File: src/rtl/core/assert_macros.svh
// assertion macros shared by the scheduler rtl
`ifndef ASSERT_MACROS_SVH
`define ASSERT_MACROS_SVH

// property must hold at every clock edge outside reset
`define RRS_ASSERT(lbl, prop, msg) \
    lbl: assert property (@(posedge clk) disable iff (!rst_n) prop) \
        else $error(msg);

// condition must never be seen at a clock edge outside reset
`define RRS_NEVER(lbl, expr, msg) \
    lbl: assert property (@(posedge clk) disable iff (!rst_n) !(expr)) \
        else $error(msg);

`endif

File: src/rtl/core/rrs_pkg.sv
// types, constants and helpers shared by the round-robin scheduler
package rrs_pkg;

    localparam int TASK_W  = 4;
    localparam int SLICE_W = 8;
    localparam int Q_DEPTH = 16;
    localparam int Q_PTR_W = 4;

    // queue holds at most one entry less than its depth
    localparam logic [Q_PTR_W-1:0] Q_CAP = Q_PTR_W'(Q_DEPTH - 1);

    localparam logic [TASK_W-1:0]  IDLE_ID       = '0;
    localparam logic [SLICE_W-1:0] MAX_SLICE_RST = 8'd5;

    typedef enum logic [1:0] {
        OP_TICK  = 2'd0,
        OP_SCHED = 2'd1,
        OP_WAKE  = 2'd2
    } rrs_op_t;

    // ready queue control from the scheduler core
    typedef struct packed {
        logic              push;
        logic [TASK_W-1:0] push_id;
        logic              pop;
    } rrs_q_ctrl_t;

    // ready queue status toward the scheduler core
    typedef struct packed {
        logic [TASK_W-1:0]  head;
        logic [Q_PTR_W-1:0] count;
    } rrs_q_stat_t;

    // per-task table write request
    typedef struct packed {
        logic               slice_we;
        logic               run_we;
        logic               run_val;
        logic [TASK_W-1:0]  id;
        logic [SLICE_W-1:0] slice_val;
    } rrs_tt_wr_t;

    // slice refill applied whenever a task enters the ready queue
    function automatic logic [SLICE_W-1:0] refill(input logic [SLICE_W-1:0] slice,
                                                  input logic [SLICE_W-1:0] max_slice);
        refill = ((slice == '0) || (slice > max_slice)) ? max_slice : slice;
    endfunction

endpackage

File: src/rtl/core/rrs_req_if.sv
// operation request channel
interface rrs_req_if;
    logic                      valid;
    logic                      ready;
    logic [1:0]                op;
    logic [rrs_pkg::TASK_W-1:0] task_id;
    logic                      current_stays_runnable;

    modport source (output valid, output op, output task_id,
                    output current_stays_runnable, input ready);
    modport sink   (input valid, input op, input task_id,
                    input current_stays_runnable, output ready);
endinterface

File: src/rtl/core/rrs_rsp_if.sv
// scheduler result channel
interface rrs_rsp_if;
    logic                        valid;
    logic                        ready;
    logic [rrs_pkg::TASK_W-1:0]  running_task;
    logic                        switched;
    logic                        resched_needed;
    logic [rrs_pkg::SLICE_W-1:0] slice_remaining;
    logic [rrs_pkg::Q_PTR_W-1:0] ready_count;
    logic                        wake_ignored;

    modport source (output valid, output running_task, output switched,
                    output resched_needed, output slice_remaining,
                    output ready_count, output wake_ignored, input ready);
    modport sink   (input valid, input running_task, input switched,
                    input resched_needed, input slice_remaining,
                    input ready_count, input wake_ignored, output ready);
endinterface

File: src/rtl/core/rrs_cfg_if.sv
// max slice configuration write channel
interface rrs_cfg_if;
    logic                        valid;
    logic                        ready;
    logic [rrs_pkg::SLICE_W-1:0] max_slice;

    modport source (output valid, output max_slice, input ready);
    modport sink   (input valid, input max_slice, output ready);
endinterface

File: src/rtl/core/rrs_ready_queue.sv
// circular ready queue of task ids with head pointer and fill count
`include "assert_macros.svh"

module rrs_ready_queue
(
    input  logic                 clk,
    input  logic                 rst_n,
    input  rrs_pkg::rrs_q_ctrl_t ctrl,
    output rrs_pkg::rrs_q_stat_t stat
);

    logic [rrs_pkg::TASK_W-1:0]  ent_reg [rrs_pkg::Q_DEPTH];
    logic [rrs_pkg::Q_PTR_W-1:0] head_reg;
    logic [rrs_pkg::Q_PTR_W-1:0] head_next;
    logic [rrs_pkg::Q_PTR_W-1:0] count_reg;
    logic [rrs_pkg::Q_PTR_W-1:0] count_next;
    logic [rrs_pkg::Q_PTR_W-1:0] tail;

    // tail slot wraps around the queue depth
    assign tail = head_reg + count_reg;

    // pointer and count update
    always_comb
    begin
        head_next  = ctrl.pop ? head_reg + rrs_pkg::Q_PTR_W'(1) : head_reg;
        count_next = count_reg + rrs_pkg::Q_PTR_W'(ctrl.push)
                     - rrs_pkg::Q_PTR_W'(ctrl.pop);
    end

    always_ff @(posedge clk or negedge rst_n)
    begin
        if (!rst_n)
        begin
            head_reg  <= '0;
            count_reg <= '0;
        end
        else
        begin
            head_reg  <= head_next;
            count_reg <= count_next;
        end
    end

    // entry storage, written at the tail
    always_ff @(posedge clk)
    begin
        if (ctrl.push)
        begin
            ent_reg[tail] <= ctrl.push_id;
        end
    end

    assign stat.head  = ent_reg[head_reg];
    assign stat.count = count_reg;

    `RRS_NEVER(a_push_full, ctrl.push && (count_reg >= rrs_pkg::Q_CAP), "push into full queue")
    `RRS_NEVER(a_pop_empty, ctrl.pop && (count_reg == '0) && !ctrl.push, "pop from empty queue")

endmodule

File: src/rtl/core/rrs_task_table.sv
// per-task runnable flags and saved time slices
`include "assert_macros.svh"

module rrs_task_table
#(
    parameter int NUM_TASKS = 16
)
(
    input  logic                        clk,
    input  logic                        rst_n,
    input  logic [rrs_pkg::TASK_W-1:0]  rd_id,
    output logic [rrs_pkg::SLICE_W-1:0] rd_slice,
    output logic                        rd_runnable,
    input  rrs_pkg::rrs_tt_wr_t         wr
);

    // ids are TASK_W bits wide, so no more slots than that can address
    localparam int SLOTS = (NUM_TASKS < (2 ** rrs_pkg::TASK_W)) ?
                           NUM_TASKS : (2 ** rrs_pkg::TASK_W);
    localparam int IDX_W = $clog2(SLOTS);

    logic [rrs_pkg::SLICE_W-1:0] slice_reg [SLOTS];
    logic [SLOTS-1:0]            run_reg;
    logic [IDX_W-1:0]            rd_idx;
    logic [IDX_W-1:0]            wr_idx;
    logic                        rd_in;
    logic                        wr_in;
    logic [IDX_W-1:0]            idle_idx;

    assign rd_idx   = rd_id[IDX_W-1:0];
    assign wr_idx   = wr.id[IDX_W-1:0];
    assign rd_in    = 32'(rd_id) < SLOTS;
    assign wr_in    = 32'(wr.id) < SLOTS;
    assign idle_idx = rrs_pkg::IDLE_ID[IDX_W-1:0];

    // read port, out of range ids read as asleep with empty slice
    assign rd_slice    = rd_in ? slice_reg[rd_idx] : '0;
    assign rd_runnable = rd_in ? run_reg[rd_idx] : 1'b0;

    // table update, reset leaves only the idle task runnable
    always_ff @(posedge clk or negedge rst_n)
    begin
        if (!rst_n)
        begin
            for (int i = 0; i < SLOTS; i++)
            begin
                slice_reg[i] <= '0;
            end
            run_reg <= SLOTS'(1) << idle_idx;
        end
        else
        begin
            if (wr.slice_we && wr_in)
            begin
                slice_reg[wr_idx] <= wr.slice_val;
            end
            if (wr.run_we && wr_in)
            begin
                run_reg[wr_idx] <= wr.run_val;
            end
        end
    end

    `RRS_ASSERT(a_idle_runnable, run_reg[idle_idx], "idle task lost its runnable flag")

endmodule

File: src/rtl/core/round_robin_time_slice_scheduler_top.sv
// round-robin time-slice scheduler top level
//
// Channels: req carries one operation per transaction (op 0 tick, 1 schedule,
// 2 wake task_id; current_stays_runnable is used by schedule). rsp returns
// exactly one result transaction per request: running task, switched flag,
// reschedule flag, remaining slice of the running task, ready queue fill and
// the wake-ignored flag, all giving the state after the operation. cfg writes
// max_slice, the slice handed to a task as it is queued; it is always ready
// and should only be written while no operation is outstanding.
// Path: an accepted request is held in the request register, worked on by the
// update path and registered in the result register, from which it shows on rsp.
// Throughput: one operation per cycle while rsp is taken; the single update path
// between request register and result register does all queue and table work.
// Reset: the queue is empty, only the idle task is runnable and running, all
// slices are zero, the reschedule flag is clear and max_slice is 5.
// A stalled rsp holds its result; one more request is held in the request
// register, after which req.ready drops until rsp is taken.
`include "assert_macros.svh"

module round_robin_time_slice_scheduler_top
#(
    parameter int NUM_TASKS = 16
)
(
    input  logic           clk,
    input  logic           rst_n,
    rrs_req_if.sink        req,
    rrs_rsp_if.source      rsp,
    rrs_cfg_if.sink        cfg
);

    // request register
    logic                        s1_valid_reg;
    logic                        s1_valid_next;
    logic [1:0]                  s1_op_reg;
    logic [rrs_pkg::TASK_W-1:0]  s1_tid_reg;
    logic                        s1_stays_reg;

    // scheduler state
    logic [rrs_pkg::TASK_W-1:0]  cur_task_reg;
    logic [rrs_pkg::TASK_W-1:0]  cur_task_next;
    logic [rrs_pkg::SLICE_W-1:0] cur_slice_reg;
    logic [rrs_pkg::SLICE_W-1:0] cur_slice_next;
    logic                        resched_reg;
    logic                        resched_next;
    logic [rrs_pkg::SLICE_W-1:0] max_slice_reg;

    // result register
    logic                        out_valid_reg;
    logic                        out_valid_next;
    logic [rrs_pkg::TASK_W-1:0]  out_task_reg;
    logic                        out_switched_reg;
    logic                        out_resched_reg;
    logic [rrs_pkg::SLICE_W-1:0] out_slice_reg;
    logic [rrs_pkg::Q_PTR_W-1:0] out_count_reg;
    logic                        out_ignored_reg;

    // update path
    logic                        adv;
    logic                        req_fire;
    rrs_pkg::rrs_q_ctrl_t        q_ctrl;
    rrs_pkg::rrs_q_stat_t        q_stat;
    rrs_pkg::rrs_tt_wr_t         tt_wr;
    logic [rrs_pkg::TASK_W-1:0]  tt_rd_id;
    logic [rrs_pkg::SLICE_W-1:0] tt_rd_slice;
    logic                        tt_rd_run;
    logic                        requeue;
    logic                        pop_any;
    logic [rrs_pkg::TASK_W-1:0]  cand;
    logic [rrs_pkg::TASK_W-1:0]  pick_task;
    logic [rrs_pkg::SLICE_W-1:0] wb_slice;
    logic [rrs_pkg::SLICE_W-1:0] dec_slice;
    logic                        wake_ok;
    logic                        switched;
    logic                        ignored;
    logic [rrs_pkg::Q_PTR_W-1:0] count_next;

    rrs_ready_queue u_queue
    (
        .clk   (clk),
        .rst_n (rst_n),
        .ctrl  (q_ctrl),
        .stat  (q_stat)
    );

    rrs_task_table #(.NUM_TASKS(NUM_TASKS)) u_tasks
    (
        .clk         (clk),
        .rst_n       (rst_n),
        .rd_id       (tt_rd_id),
        .rd_slice    (tt_rd_slice),
        .rd_runnable (tt_rd_run),
        .wr          (tt_wr)
    );

    // handshake and stage advance
    assign adv           = s1_valid_reg && (!out_valid_reg || rsp.ready);
    assign req.ready     = !s1_valid_reg || adv;
    assign req_fire      = req.valid && req.ready;
    assign s1_valid_next = req_fire ? 1'b1 : (adv ? 1'b0 : s1_valid_reg);
    assign out_valid_next = adv ? 1'b1 : (rsp.ready ? 1'b0 : out_valid_reg);
    assign cfg.ready     = 1'b1;

    // helpers: requeue the running task, pick the queue head or idle, tick and wake checks
    always_comb
    begin
        requeue = (cur_task_reg != rrs_pkg::IDLE_ID) && s1_stays_reg
                  && (q_stat.count < rrs_pkg::Q_CAP);
        pop_any = (q_stat.count != '0) || requeue;
        cand    = (q_stat.count == '0) ? cur_task_reg : q_stat.head;
        pick_task = (pop_any && (32'(cand) < NUM_TASKS)) ? cand : rrs_pkg::IDLE_ID;
        wb_slice  = requeue ? rrs_pkg::refill(cur_slice_reg, max_slice_reg) : cur_slice_reg;
        dec_slice = (cur_slice_reg != '0) ? cur_slice_reg - rrs_pkg::SLICE_W'(1)
                                          : cur_slice_reg;
        tt_rd_id  = (s1_op_reg == rrs_pkg::OP_WAKE) ? s1_tid_reg : pick_task;
        wake_ok   = (32'(s1_tid_reg) < NUM_TASKS) && (s1_tid_reg != rrs_pkg::IDLE_ID)
                    && (s1_tid_reg != cur_task_reg) && !tt_rd_run
                    && (q_stat.count < rrs_pkg::Q_CAP);
    end

    // operation decode and state update
    always_comb
    begin
        q_ctrl         = '0;
        tt_wr          = '0;
        cur_task_next  = cur_task_reg;
        cur_slice_next = cur_slice_reg;
        resched_next   = resched_reg;
        switched       = 1'b0;
        ignored        = 1'b0;
        if (adv)
        begin
            unique case (s1_op_reg)
                rrs_pkg::OP_TICK:
                begin
                    cur_slice_next = dec_slice;
                    resched_next   = resched_reg || (dec_slice == '0);
                end
                rrs_pkg::OP_SCHED:
                begin
                    resched_next    = 1'b0;
                    q_ctrl.push     = requeue;
                    q_ctrl.push_id  = cur_task_reg;
                    q_ctrl.pop      = pop_any;
                    tt_wr.slice_we  = 1'b1;
                    tt_wr.run_we    = (cur_task_reg != rrs_pkg::IDLE_ID) && !requeue;
                    tt_wr.run_val   = 1'b0;
                    tt_wr.id        = cur_task_reg;
                    tt_wr.slice_val = wb_slice;
                    cur_task_next   = pick_task;
                    cur_slice_next  = (pick_task == cur_task_reg) ? wb_slice : tt_rd_slice;
                    switched        = pick_task != cur_task_reg;
                end
                rrs_pkg::OP_WAKE:
                begin
                    if (wake_ok)
                    begin
                        q_ctrl.push     = 1'b1;
                        q_ctrl.push_id  = s1_tid_reg;
                        tt_wr.slice_we  = 1'b1;
                        tt_wr.run_we    = 1'b1;
                        tt_wr.run_val   = 1'b1;
                        tt_wr.id        = s1_tid_reg;
                        tt_wr.slice_val = rrs_pkg::refill(tt_rd_slice, max_slice_reg);
                    end
                    else
                    begin
                        ignored = 1'b1;
                    end
                end
                default:
                begin
                    ignored = 1'b0;
                end
            endcase
        end
        count_next = q_stat.count + rrs_pkg::Q_PTR_W'(q_ctrl.push)
                     - rrs_pkg::Q_PTR_W'(q_ctrl.pop);
    end

    // control registers
    always_ff @(posedge clk or negedge rst_n)
    begin
        if (!rst_n)
        begin
            s1_valid_reg  <= 1'b0;
            out_valid_reg <= 1'b0;
            cur_task_reg  <= rrs_pkg::IDLE_ID;
            cur_slice_reg <= '0;
            resched_reg   <= 1'b0;
            max_slice_reg <= rrs_pkg::MAX_SLICE_RST;
        end
        else
        begin
            s1_valid_reg  <= s1_valid_next;
            out_valid_reg <= out_valid_next;
            cur_task_reg  <= cur_task_next;
            cur_slice_reg <= cur_slice_next;
            resched_reg   <= resched_next;
            if (cfg.valid && cfg.ready)
            begin
                max_slice_reg <= cfg.max_slice;
            end
        end
    end

    // request and result payload registers
    always_ff @(posedge clk)
    begin
        if (req_fire)
        begin
            s1_op_reg    <= req.op;
            s1_tid_reg   <= req.task_id;
            s1_stays_reg <= req.current_stays_runnable;
        end
        if (adv)
        begin
            out_task_reg     <= cur_task_next;
            out_switched_reg <= switched;
            out_resched_reg  <= resched_next;
            out_slice_reg    <= cur_slice_next;
            out_count_reg    <= count_next;
            out_ignored_reg  <= ignored;
        end
    end

    // result channel
    assign rsp.valid           = out_valid_reg;
    assign rsp.running_task    = out_task_reg;
    assign rsp.switched        = out_switched_reg;
    assign rsp.resched_needed  = out_resched_reg;
    assign rsp.slice_remaining = out_slice_reg;
    assign rsp.ready_count     = out_count_reg;
    assign rsp.wake_ignored    = out_ignored_reg;

    `RRS_ASSERT(a_switch_only_sched,
                (adv && (s1_op_reg != rrs_pkg::OP_SCHED)) |=> !out_switched_reg,
                "switch reported outside schedule")
    `RRS_ASSERT(a_idle_no_slice,
                (cur_task_reg == rrs_pkg::IDLE_ID) |-> (cur_slice_reg == '0),
                "idle task holds a slice")

endmodule
File: src/flat_wrapper.sv
// flat-port wrapper written by rule: the top's interface ports become plain ports
module round_robin_time_slice_scheduler_top_flat 
#(
    parameter int NUM_TASKS = 16
)
  (clk, rst_n, req_valid, req_op, req_task_id, req_current_stays_runnable, req_ready, rsp_valid, rsp_running_task, rsp_switched, rsp_resched_needed, rsp_slice_remaining, rsp_ready_count, rsp_wake_ignored, rsp_ready, cfg_valid, cfg_max_slice, cfg_ready);
  rrs_req_if req_i ();
  rrs_rsp_if rsp_i ();
  rrs_cfg_if cfg_i ();
  input  logic clk;
  input  logic rst_n;
  input wire logic [$bits(req_i.valid)-1:0] req_valid;
  input wire logic [$bits(req_i.op)-1:0] req_op;
  input wire logic [$bits(req_i.task_id)-1:0] req_task_id;
  input wire logic [$bits(req_i.current_stays_runnable)-1:0] req_current_stays_runnable;
  output wire logic [$bits(req_i.ready)-1:0] req_ready;
  output wire logic [$bits(rsp_i.valid)-1:0] rsp_valid;
  output wire logic [$bits(rsp_i.running_task)-1:0] rsp_running_task;
  output wire logic [$bits(rsp_i.switched)-1:0] rsp_switched;
  output wire logic [$bits(rsp_i.resched_needed)-1:0] rsp_resched_needed;
  output wire logic [$bits(rsp_i.slice_remaining)-1:0] rsp_slice_remaining;
  output wire logic [$bits(rsp_i.ready_count)-1:0] rsp_ready_count;
  output wire logic [$bits(rsp_i.wake_ignored)-1:0] rsp_wake_ignored;
  input wire logic [$bits(rsp_i.ready)-1:0] rsp_ready;
  input wire logic [$bits(cfg_i.valid)-1:0] cfg_valid;
  input wire logic [$bits(cfg_i.max_slice)-1:0] cfg_max_slice;
  output wire logic [$bits(cfg_i.ready)-1:0] cfg_ready;
  assign req_i.valid = req_valid;
  assign req_i.op = req_op;
  assign req_i.task_id = req_task_id;
  assign req_i.current_stays_runnable = req_current_stays_runnable;
  assign req_ready = req_i.ready;
  assign rsp_valid = rsp_i.valid;
  assign rsp_running_task = rsp_i.running_task;
  assign rsp_switched = rsp_i.switched;
  assign rsp_resched_needed = rsp_i.resched_needed;
  assign rsp_slice_remaining = rsp_i.slice_remaining;
  assign rsp_ready_count = rsp_i.ready_count;
  assign rsp_wake_ignored = rsp_i.wake_ignored;
  assign rsp_i.ready = rsp_ready;
  assign cfg_i.valid = cfg_valid;
  assign cfg_i.max_slice = cfg_max_slice;
  assign cfg_ready = cfg_i.ready;
  round_robin_time_slice_scheduler_top #(.NUM_TASKS(NUM_TASKS)) u_core (.clk(clk), .rst_n(rst_n), .req(req_i), .rsp(rsp_i), .cfg(cfg_i));
endmodule
File: config.mk
export PLATFORM = sky130hd
export DESIGN_NAME = round_robin_time_slice_scheduler_top_flat
export DESIGN_NICKNAME = d
export VERILOG_FILES = /design/src/rtl/core/rrs_pkg.sv /design/src/rtl/core/rrs_req_if.sv /design/src/rtl/core/rrs_rsp_if.sv /design/src/rtl/core/rrs_cfg_if.sv /design/src/rtl/core/rrs_ready_queue.sv /design/src/rtl/core/rrs_task_table.sv /design/src/rtl/core/round_robin_time_slice_scheduler_top.sv /design/src/flat_wrapper.sv
export VERILOG_INCLUDE_DIRS = /design/src /design/src/rtl/core
export SDC_FILE = /design/constraint.sdc
export NUM_CORES = 1
export LEC_CHECK = 0
export ABC_AREA = 0
export BUFFER_PORTS_ARGS = -buffer_cell sky130_fd_sc_hd__clkbuf_2
export CAP_MARGIN = 10
export CORE_MARGIN = 2
export CORE_UTILIZATION = 55
export DETAILED_ROUTE_END_ITERATION = 10
export PLACE_DENSITY = 0.81
export REMOVE_ABC_BUFFERS = 1
export SKIP_CTS_REPAIR_TIMING = 1
export SLEW_MARGIN = 40
export SYNTH_ARGS = -nofsm -noshare
export SYNTH_HDL_FRONTEND = slang
export SYNTH_SLANG_ARGS = --single-unit
File: constraint.sdc
create_clock -name clk -period 7.1 [get_ports clk]
set_input_delay 1.065 -clock clk [delete_from_list [all_inputs] [get_ports clk]]
set_output_delay 1.065 -clock clk [all_outputs]
set_load 0.03 [all_outputs]
==> key figures, run 1 <==
Run status
  – Status: finished, final reports clean

Synth
  – Commonest cells in the netlist: dfrtp_1, mux2_2, edfxtp_1
  – EDFF count, synth: 90
  – Syn. warnings: 0
  – Mapped Cells: 1,222
  – Count leader, synth: dfrtp_1
  – Top_reg_cell synth: dfrtp_1
  – Cell area after synthesis: 14,200 um^2
  – Cell accounting for the most synthesized area: dfrtp_1
  – Share of Yosys cell area claimed by the top area cell type: between 30 and 40%
  – Synthesized area per cell: about 12 um^2
  – Synthesized flop and latch total: approximately 270
  – Unique masters post-synth: between 90 and 100
  – FFs w/ async S/R, synth: 66.0%
  – Seq/Total Area, Yosys: about 50%
  – Top cells by area, synth: dfrtp_1, edfxtp_1, mux2_2

Layout
  – Fillers: 1,967
  – Max reg flops: 128
  – Layout area overhead: 9.63%
  – Layout cells sized above 1: a little over a fifth
  – Antenna fix cells: 0
  – Total Nets Final: roughly 1.3k

Floorplan
  – Die Y-Extent: 165 um
  – Die area: roughly 27,000 um^2
  – Io pins: 42
  – Initial Util: 56.2%
  – Chip width: 165 um
  – Std-Cell Rows: 58
  – Core ar.: ~25,000 um^2

Clocking
  – Root buffer cell: clkbuf_16
  – Clock sinks: 265
  – H-tree Lvls: 1
  – Max Buffers Root-to-Sink: 3
  – Clk slew on worst S/H paths: 0.06 ns
  – TritonCTS Buffers: 27
  – TritonCTS clock tree: built
  – Clk Latency, worst-skew pair: ~0.53 ns

STA
  – Final critical-path required period: 6.20 ns
  – Period utilisation layout: roughly 87%
  – Fin. max-slew vios: 0
  – RSZ-0062 raised after global routing: false
  – TNS Setup: 0 ns
  – F_max: 161 MHz
  – Setup violators final: 0
  – Worst-margin pin slew: 0.825 ns
  – Setup Skew: around 0.011 ns
  – Final hold vios: 0
  – Slew HR: around 45%

Drt
  – Antenna-violating nets left: 0
  – Vias/cell: roughly 6.6
  – DR vias: between 10k and 15k
  – DRC viols: 0
  – Avg WL per Cell: about 23 um
  – Final WL: about 37,000 um
  – Drt first pass iters: 5
  – Initial drt markers: 1,213

Worst setup path
  – Crit path max fanout: 16
  – Startpoint types: flop
  – WP data required: 7.51 ns
  – Crit Path Category: flop to flop
  – Critical Path Max Stage Delay: 0.58 ns
  – Critical-path top delay cell: nor3_2
  – WP buf/inv: 3
  – Critical path's top delay family: simple AND/OR/NAND/NOR gates
  – Crit path DAT: about 6.6 ns
  – Crit-path cells: inv_1, ha_1, buf_4, nor2b_1, a221oi_1, and3_1, nor3_2, buf_4, a21oi_1, a211o_1, nand4_1, ha_1, nor2b_1, o21a_1, o21a_1, o21a_1, o21bai_1, a22o_1, a21oi_1, nor2_1, o211ai_2, mux2_1
  – Critical Path End Type: flop
  – CP most frequent cell: o21a_1

Placed design
  – I/O Buffers: 40
  – DP HPWL: ~25,000 um
  – GP Congestion: between 0.9 and 1

Pwr
  – Lkg Pwr: slightly below 7 nW
  – Pwr Total: around 6.3 mW
  – Worst VDD drop: ~0.00035 V
  – Pwr/cell area: 406 nW/um^2

Global route
  – Vias in the first global route: about 10k
  – Congestion Overflow GR: 0
  – First-pass GRT wire length: around 60,000 um
  – Largest net degree at the start of global routing: 108
  – Total GRT Usage: 27.8%
  – Initial antenna violation count: 0

Run
  – Max-cap violations: 0

Min path
  – Min-Delay Path Class: flop to flop
-- routing by layer --
metal  global-route usage (%)  wire [um]
met1                     40.6      15800
met2                     43.9      16700
met3                     4.19       3190
met4                     7.51        927
met5                        0          0
-- stage by stage --
stage	setup slack [ns]	area, um^2	util (%)	hold slack, ns	cells
after detailed placement	1.01	14600	58.0	0.360	1538
final	0.898	15600	61.7	0.371	1585
after floorplan	1.07	13800	-	0.354	1141
after global placement	1.21	14600	57.9	0.358	1538
after CTS	0.996	15500	61.5	0.369	1584
after global routing	0.569	15600	61.7	0.377	1585
-- worst paths after layout --
path,startpoint,endpoint,slack [ns],cells after the start
setup / recovery,u_core.s1_op_reg[0],u_core.u_tasks.slice_reg[109],0.90,22
hold / removal,u_core.u_tasks.run_reg[0],u_core.u_tasks.run_reg[0],0.37,0
setup reg to reg,u_core.s1_op_reg[0],u_core.u_tasks.slice_reg[109],0.90,22
hold reg to reg,u_core.u_tasks.run_reg[0],u_core.u_tasks.run_reg[0],0.37,0
max in group asynchronous,rst_n,u_core.u_queue.head_reg[0],5.33,3
min in group asynchronous,rst_n,u_core.u_tasks.slice_reg[22],0.43,1
-- area by class of cell --
cell class              count  area (um^2)  share of cell area (%)
clock inverters            10          151                   0.972
multi-input cells         842         6610                    42.4
flip-flops and latches    265         7090                    45.5
well taps                 330          413                    2.65
clock buffers              36          729                    4.68
inverters                  34          128                   0.820
repair buffers             68          457                    2.93
-- placed cells by master (no fill, tap or decap), types with 27 or more instances in the layout --
cell type and instances:
a211oi_1 31, a21oi_1 43, clkbuf_16 27, clkbuf_2 39, dfrtp_1 171, edfxtp_1 90, ha_1 31, inv_1 32
mux2_1 38, mux2_2 106, mux2i_1 67, nand2_1 51, nor2_1 85, o21ai_0 34
-- power by group --
group | switching (mW) | total, mW | internal [mW]
clock network | 0.574 | 1.43 | 0.861
logic | 1.97 | 2.94 | 0.979
registers | 0.184 | 1.94 | 1.75
total | 2.72 | 6.32 | 3.59
-- cells by family (layout without fill, tap and decap cells) --
family	count (synthesis)	after routing	synth area share [%]
AND/OR/NAND/NOR	292	292	11.0
AO/OA/AOI/OAI	289	289	15.0
flip-flops	265	265	49.9
multiplexers	211	211	16.1
buffers and inverters	115	148	3.95
adder cells (fa/ha/maj)	33	33	3.01
XOR/XNOR	16	16	0.987
other	1	1	0.0264
(Power assumes the default switching activity.)
==> run 2: changes to the inputs <==
Settings changed: CORE_UTILIZATION 55 to 35, MAX_ROUTING_LAYER set to met4, PLACE_DENSITY 0.81 to 0.59.
==> key figures, run 2 (synthesized netlist as in run 1, its figures left out) <==
Run status
  – Status: finished, final reports clean

Worst setup path
  – R2r endpoint: u_core.u_tasks.slice_reg[117]
  – Critical Path End: u_core.u_tasks.slice_reg[117]
  – FF-to-FF Start: u_core.s1_op_reg[0]
  – R2R depth: 22
  – Critical Path End Type: flop
  – Worst Setup SP: u_core.s1_op_reg[0]
  – R2R setup slack: approximately 0.74 ns
  – Crit path max fanout: 17
  – Crit path DAT: roughly 6.8 ns
  – Startpoint types: flop
  – WP data required: ~7.5 ns
  – Crit Path Category: flop to flop

Drt
  – DR vias: 10.2k
  – Metal-1 WL: 17,600 um
  – Wire length on met3: 2280 um
  – Drt first pass iters: 5
  – Vias/cell: between 5 and 6
  – Antenna-violating nets left: 0
  – Final WL: about 39,000 um
  – Top Metal Used: met4
  – DRC viols: 0
  – Avg WL per Cell: around 22 um
  – Met2 WL: 18,200 um
  – Initial drt markers: 874

Clocking
  – Clock sinks: between 200 and 300
  – Max Buffers Root-to-Sink: 3
  – TritonCTS clock tree: built
  – Clk slew on worst S/H paths: roughly 0.070 ns
  – H-tree Lvls: 1
  – Clk Latency, worst-skew pair: slightly below 0.6 ns
  – Root buffer cell: clkbuf_16
  – TritonCTS Buffers: 29

STA
  – TNS Setup: 0 ns
  – Final hold vios: 0
  – Fin. max-slew vios: 0
  – RSZ-0062 raised after global routing: false
  – F_max: roughly 160 MHz
  – Worst-margin pin slew: 0.833 ns
  – Setup violators final: 0
  – Slew HR: around 44%
  – Final critical-path required period: roughly 6.4 ns
  – Period utilisation layout: 89.5%
  – Setup Skew: 0.0324 ns

Layout
  – Most common cell after layout, fill and taps aside: dfrtp_1
  – Commonest cells after routing, fill and taps aside: dfrtp_1, mux2_2, edfxtp_1
  – Total Nets Final: 1,290
  – Antenna fix cells: 0
  – Max reg flops: roughly 130
  – Util after Layout: around two fifths
  – Layout area overhead: 12.2%
  – Layout cells sized above 1: between 20 and 25%

Global route
  – Vias in the first global route: slightly above 10k
  – Total GRT Usage: 19.2%
  – Initial antenna violation count: 0
  – Largest net degree at the start of global routing: between 70 and 80
  – First-pass GRT wire length: just over 60,000 um
  – Congestion Overflow GR: 0

Placed design
  – DP HPWL: 27,100 um
  – GP Congestion: 0.899
  – I/O Buffers: 40

Floorplan
  – Std-Cell Rows: 73
  – Io pins: 42
  – Die area: 42,200 um^2
  – Chip width: between 200 and 250 um
  – Die Y-Extent: slightly above 200 um
  – Core ar.: between 30,000 and 40,000 um^2
  – Initial Util: 35.6%

Pwr
  – Pwr/cell area: around 400 nW/um^2
  – Worst VDD drop: between 0.0002 and 0.00025 V
  – Lkg Pwr: around 6.8 nW

Run
  – Max-cap violations: 0

Min path
  – Min-Delay Path Class: flop to flop
[run 2: cell types whose count changed in the layout (fill, tap and decap cells not counted), moves of 2 or more]
cell and change:
clkbuf_8 +7, clkbuf_16 +4, buf_4 -3, bufinv_16 -2, clkinv_1 -2, clkinv_2 +2
[run 2: layer usage]
layer | GRT usage (%) | up-vias
li1 | - | 4648
met1 | 26.2 | 5188
met2 | 30.0 | 346
met3 | 2.50 | 61
met4 | 5.16 | 0
met5 | - | -
[run 2: final cells by class]
| class | count | area [um^2] |
|---|---|---|
| multi-input combinational | 842 | 6630 |
| timing repair buffer | 65 | 433 |
| fill | 3804 | 24000 |
| tap | 525 | 657 |
| clock inverter | 9 | 104 |
| sequential | 265 | 7090 |
| inverter | 34 | 128 |
| clock buffer | 45 | 908 |
[run 2: worst max-delay path: stages, from the launching register on]
cell      delay [ns]
edfxtp_1        0.39
inv_1           0.09
ha_1            0.56
nor2b_1         0.51
a221oi_1        0.14
nand3_2         0.11
buf_4           0.23
nand3_2         0.29
buf_4           0.29
buf_4           0.21
a211oi_1        0.32
a211oi_1        0.09
or4_4           0.57
ha_1            0.33
o21a_1          0.12
o21a_1          0.16
o21a_1          0.16
o21bai_1        0.12
a22o_1          0.40
a21oi_1         0.12
nor2_1          0.23
o211ai_2        0.33
mux2_1          0.41
[run 2: worst min path at each step]
stage,slack [ns],depth (start not counted),endpoint,startpoint
floorplan,0.35,0,u_core.u_tasks.run_reg[0],u_core.u_tasks.run_reg[0]
finish,0.37,0,u_core.u_tasks.run_reg[0],u_core.u_tasks.run_reg[0]
detailed placement,0.36,0,u_core.u_tasks.run_reg[0],u_core.u_tasks.run_reg[0]
global route,0.37,0,u_core.u_tasks.run_reg[0],u_core.u_tasks.run_reg[0]
global placement,0.36,0,u_core.u_tasks.run_reg[0],u_core.u_tasks.run_reg[0]
CTS,0.37,0,u_core.u_tasks.run_reg[0],u_core.u_tasks.run_reg[0]
[run 2: power by group]
part           leakage [nW]  internal [mW]  switching (mW)  total, mW
logic                  3.10          0.980            1.91       2.89
clock network         0.504          0.952           0.629       1.58
registers              3.23           1.75           0.192       1.95
total                  6.83           3.69            2.73       6.41
[run 2: through the flow]
stage,std cells,hold WS [ns],cell area [um^2],total power [mW],setup slack (ns)
after global placement,1729,0.358,14800,4.74,1.00
after global routing,1785,0.369,15900,6.75,0.367
after detailed placement,1731,0.359,14900,4.79,0.808
final,1785,0.369,15900,6.41,0.744
after CTS,1785,0.368,15900,6.38,0.786
after floorplan,1141,0.354,13800,3.81,1.07
==> run 3: changes to the inputs <==
Settings changed: MAX_ROUTING_LAYER met4 to unset.
==> key figures, run 3 (synthesized netlist as in run 1, its figures left out) <==
Layout
  – Fillers: 3,804
  – Max reg flops: roughly 130
  – Layout cells sized above 1: between 20 and 25%
  – Commonest cells after routing, fill and taps aside: dfrtp_1, mux2_2, edfxtp_1
  – Antenna fix cells: 0
  – Util after Layout: between 30% and 40%
  – Layout area overhead: 12.2%
  – Register area: a little over 7000 um^2
  – Total Nets Final: ~1.3k
  – Multi-input gate area: 6630 um^2
  – Fin cells: about 1.8k
  – Most common cell after layout, fill and taps aside: dfrtp_1
  – Post-route cell area: around 16,000 um^2

Clocking
  – Clk Latency, worst-skew pair: just under 0.6 ns
  – Clk slew on worst S/H paths: roughly 0.07 ns
  – Clock sinks: between 200 and 300
  – TritonCTS Buffers: 29
  – H-tree Lvls: 1
  – Max Buffers Root-to-Sink: 3
  – TritonCTS clock tree: built
  – Root buffer cell: clkbuf_16

STA
  – F_max: ~160 MHz
  – Slew HR: 43.5%
  – Setup Skew: between 0.03 and 0.04 ns
  – Final critical-path required period: ~6.4 ns
  – RSZ-0062 raised after global routing: false
  – Worst-margin pin slew: between 0.8 and 0.9 ns
  – TNS Setup: 0 ns
  – Fin. max-slew vios: 0
  – Period utilisation layout: 89.5%
  – Final WS setup: about 0.75 ns
  – Worst hold margin: 0.369 ns
  – Setup violators final: 0
  – Final hold vios: 0

Global route
  – Total GRT Usage: 18.6%
  – Congestion Overflow GR: 0
  – Initial antenna violation count: 0
  – Vias in the first global route: a little over 10k
  – First-pass GRT wire length: around 61,000 um
  – Largest net degree at the start of global routing: between 70 and 80

Worst setup path
  – R2r endpoint: u_core.u_tasks.slice_reg[101]
  – Crit path DAT: between 6 and 7 ns
  – R2R setup slack: around 0.75 ns
  – Crit path max fanout: 17
  – R2R depth: 22
  – FF-to-FF Start: u_core.s1_op_reg[0]
  – Critical Path End Type: flop
  – Startpoint types: flop
  – WP data required: 7.53 ns
  – Crit Path Category: flop to flop
  – Critical Path End: u_core.u_tasks.slice_reg[101]
  – Worst Setup SP: u_core.s1_op_reg[0]

Drt
  – Avg WL per Cell: ~22 um
  – Initial drt markers: roughly 830
  – Antenna-violating nets left: 0
  – Vias/cell: approximately 5.7
  – DRC viols: 0
  – Final WL: a little under 40,000 um
  – Drt first pass iters: 6
  – DR vias: between 10k and 15k

Pwr
  – Worst VDD drop: between 0.0002 and 0.00025 V
  – Pwr/cell area: 402 nW/um^2
  – Pwr Total: 6.41 mW
  – Lkg Pwr: 6.83 nW

Floorplan
  – Std-Cell Rows: 73
  – Core ar.: around 40,000 um^2
  – Die Y-Extent: a little over 200 um
  – Io pins: 42
  – Chip width: about 200 um
  – Initial Util: a little over a third
  – Die area: ~42,000 um^2

Placed design
  – Placed Cells: between 1.5k and 2k
  – GP Congestion: 0.882
  – DP HPWL: approximately 27,000 um
  – Pre-CTS WS: roughly 0.81 ns
  – Post-DP Area: ~15,000 um^2
  – I/O Buffers: 40

Run status
  – Status: finished, final reports clean

Min path
  – Min-Delay Path Class: flop to flop

Run
  – Max-cap violations: 0
[run 3: cell counts in the layout (fill, tap and decap cells not counted)]
No cell type changed its count.
[run 3: layout make-up]
type	instances	share of cell area [%]
clock buffers	45	5.70
clock inverters	9	0.651
inverters	34	0.800
multi-input cells	842	41.6
flip-flops and latches	265	44.5
well taps	525	4.12
repair buffers	65	2.72
[run 3: worst max-delay path, stage by stage (launching register included)]
cell and delay (ns):
edfxtp_1 0.39, inv_1 0.09, ha_1 0.55, nor2b_1 0.52
a221oi_1 0.14, nand3_2 0.11, buf_4 0.23, nand3_2 0.29
buf_4 0.29, buf_4 0.21, a211oi_1 0.32, a211oi_1 0.09
or4_4 0.56, ha_1 0.33, o21a_1 0.12, o21a_1 0.16
o21a_1 0.16, o21bai_1 0.12, a22o_1 0.40, a21oi_1 0.12
nor2_1 0.24, o211ai_2 0.32, mux2_1 0.41
[run 3: report_power, final]
group | leakage (nW) | internal [mW] | total, mW | switching [mW]
Sequential | 3.23 | 1.75 | 1.95 | 0.191
Clock | 0.504 | 0.952 | 1.58 | 0.624
Combinational | 3.10 | 0.980 | 2.89 | 1.91
Total | 6.83 | 3.69 | 6.41 | 2.72
[run 3: per-layer routing]
| layer | up-vias | GRT usage, % | part of all wire (%) |
|---|---|---|---|
| met5 | - | 0 | 0 |
| met4 | 0 | 5.19 | 2.1 |
| met3 | 53 | 2.64 | 6.1 |
| met2 | 324 | 30.0 | 47 |
| met1 | 5240 | 26.1 | 45 |
| li1 | 4641 | - | - |
[run 3: worst min-delay path by stage]
stage	startpoint	slack [ns]	cells past startpoint	to
after floorplan	u_core.u_tasks.run_reg[0]	0.35	0	u_core.u_tasks.run_reg[0]
after global placement	u_core.u_tasks.run_reg[0]	0.36	0	u_core.u_tasks.run_reg[0]
after detailed placement	u_core.u_tasks.run_reg[0]	0.36	0	u_core.u_tasks.run_reg[0]
after CTS	u_core.u_tasks.run_reg[0]	0.37	0	u_core.u_tasks.run_reg[0]
after global routing	u_core.u_tasks.run_reg[0]	0.37	0	u_core.u_tasks.run_reg[0]
final	u_core.u_tasks.run_reg[0]	0.37	0	u_core.u_tasks.run_reg[0]
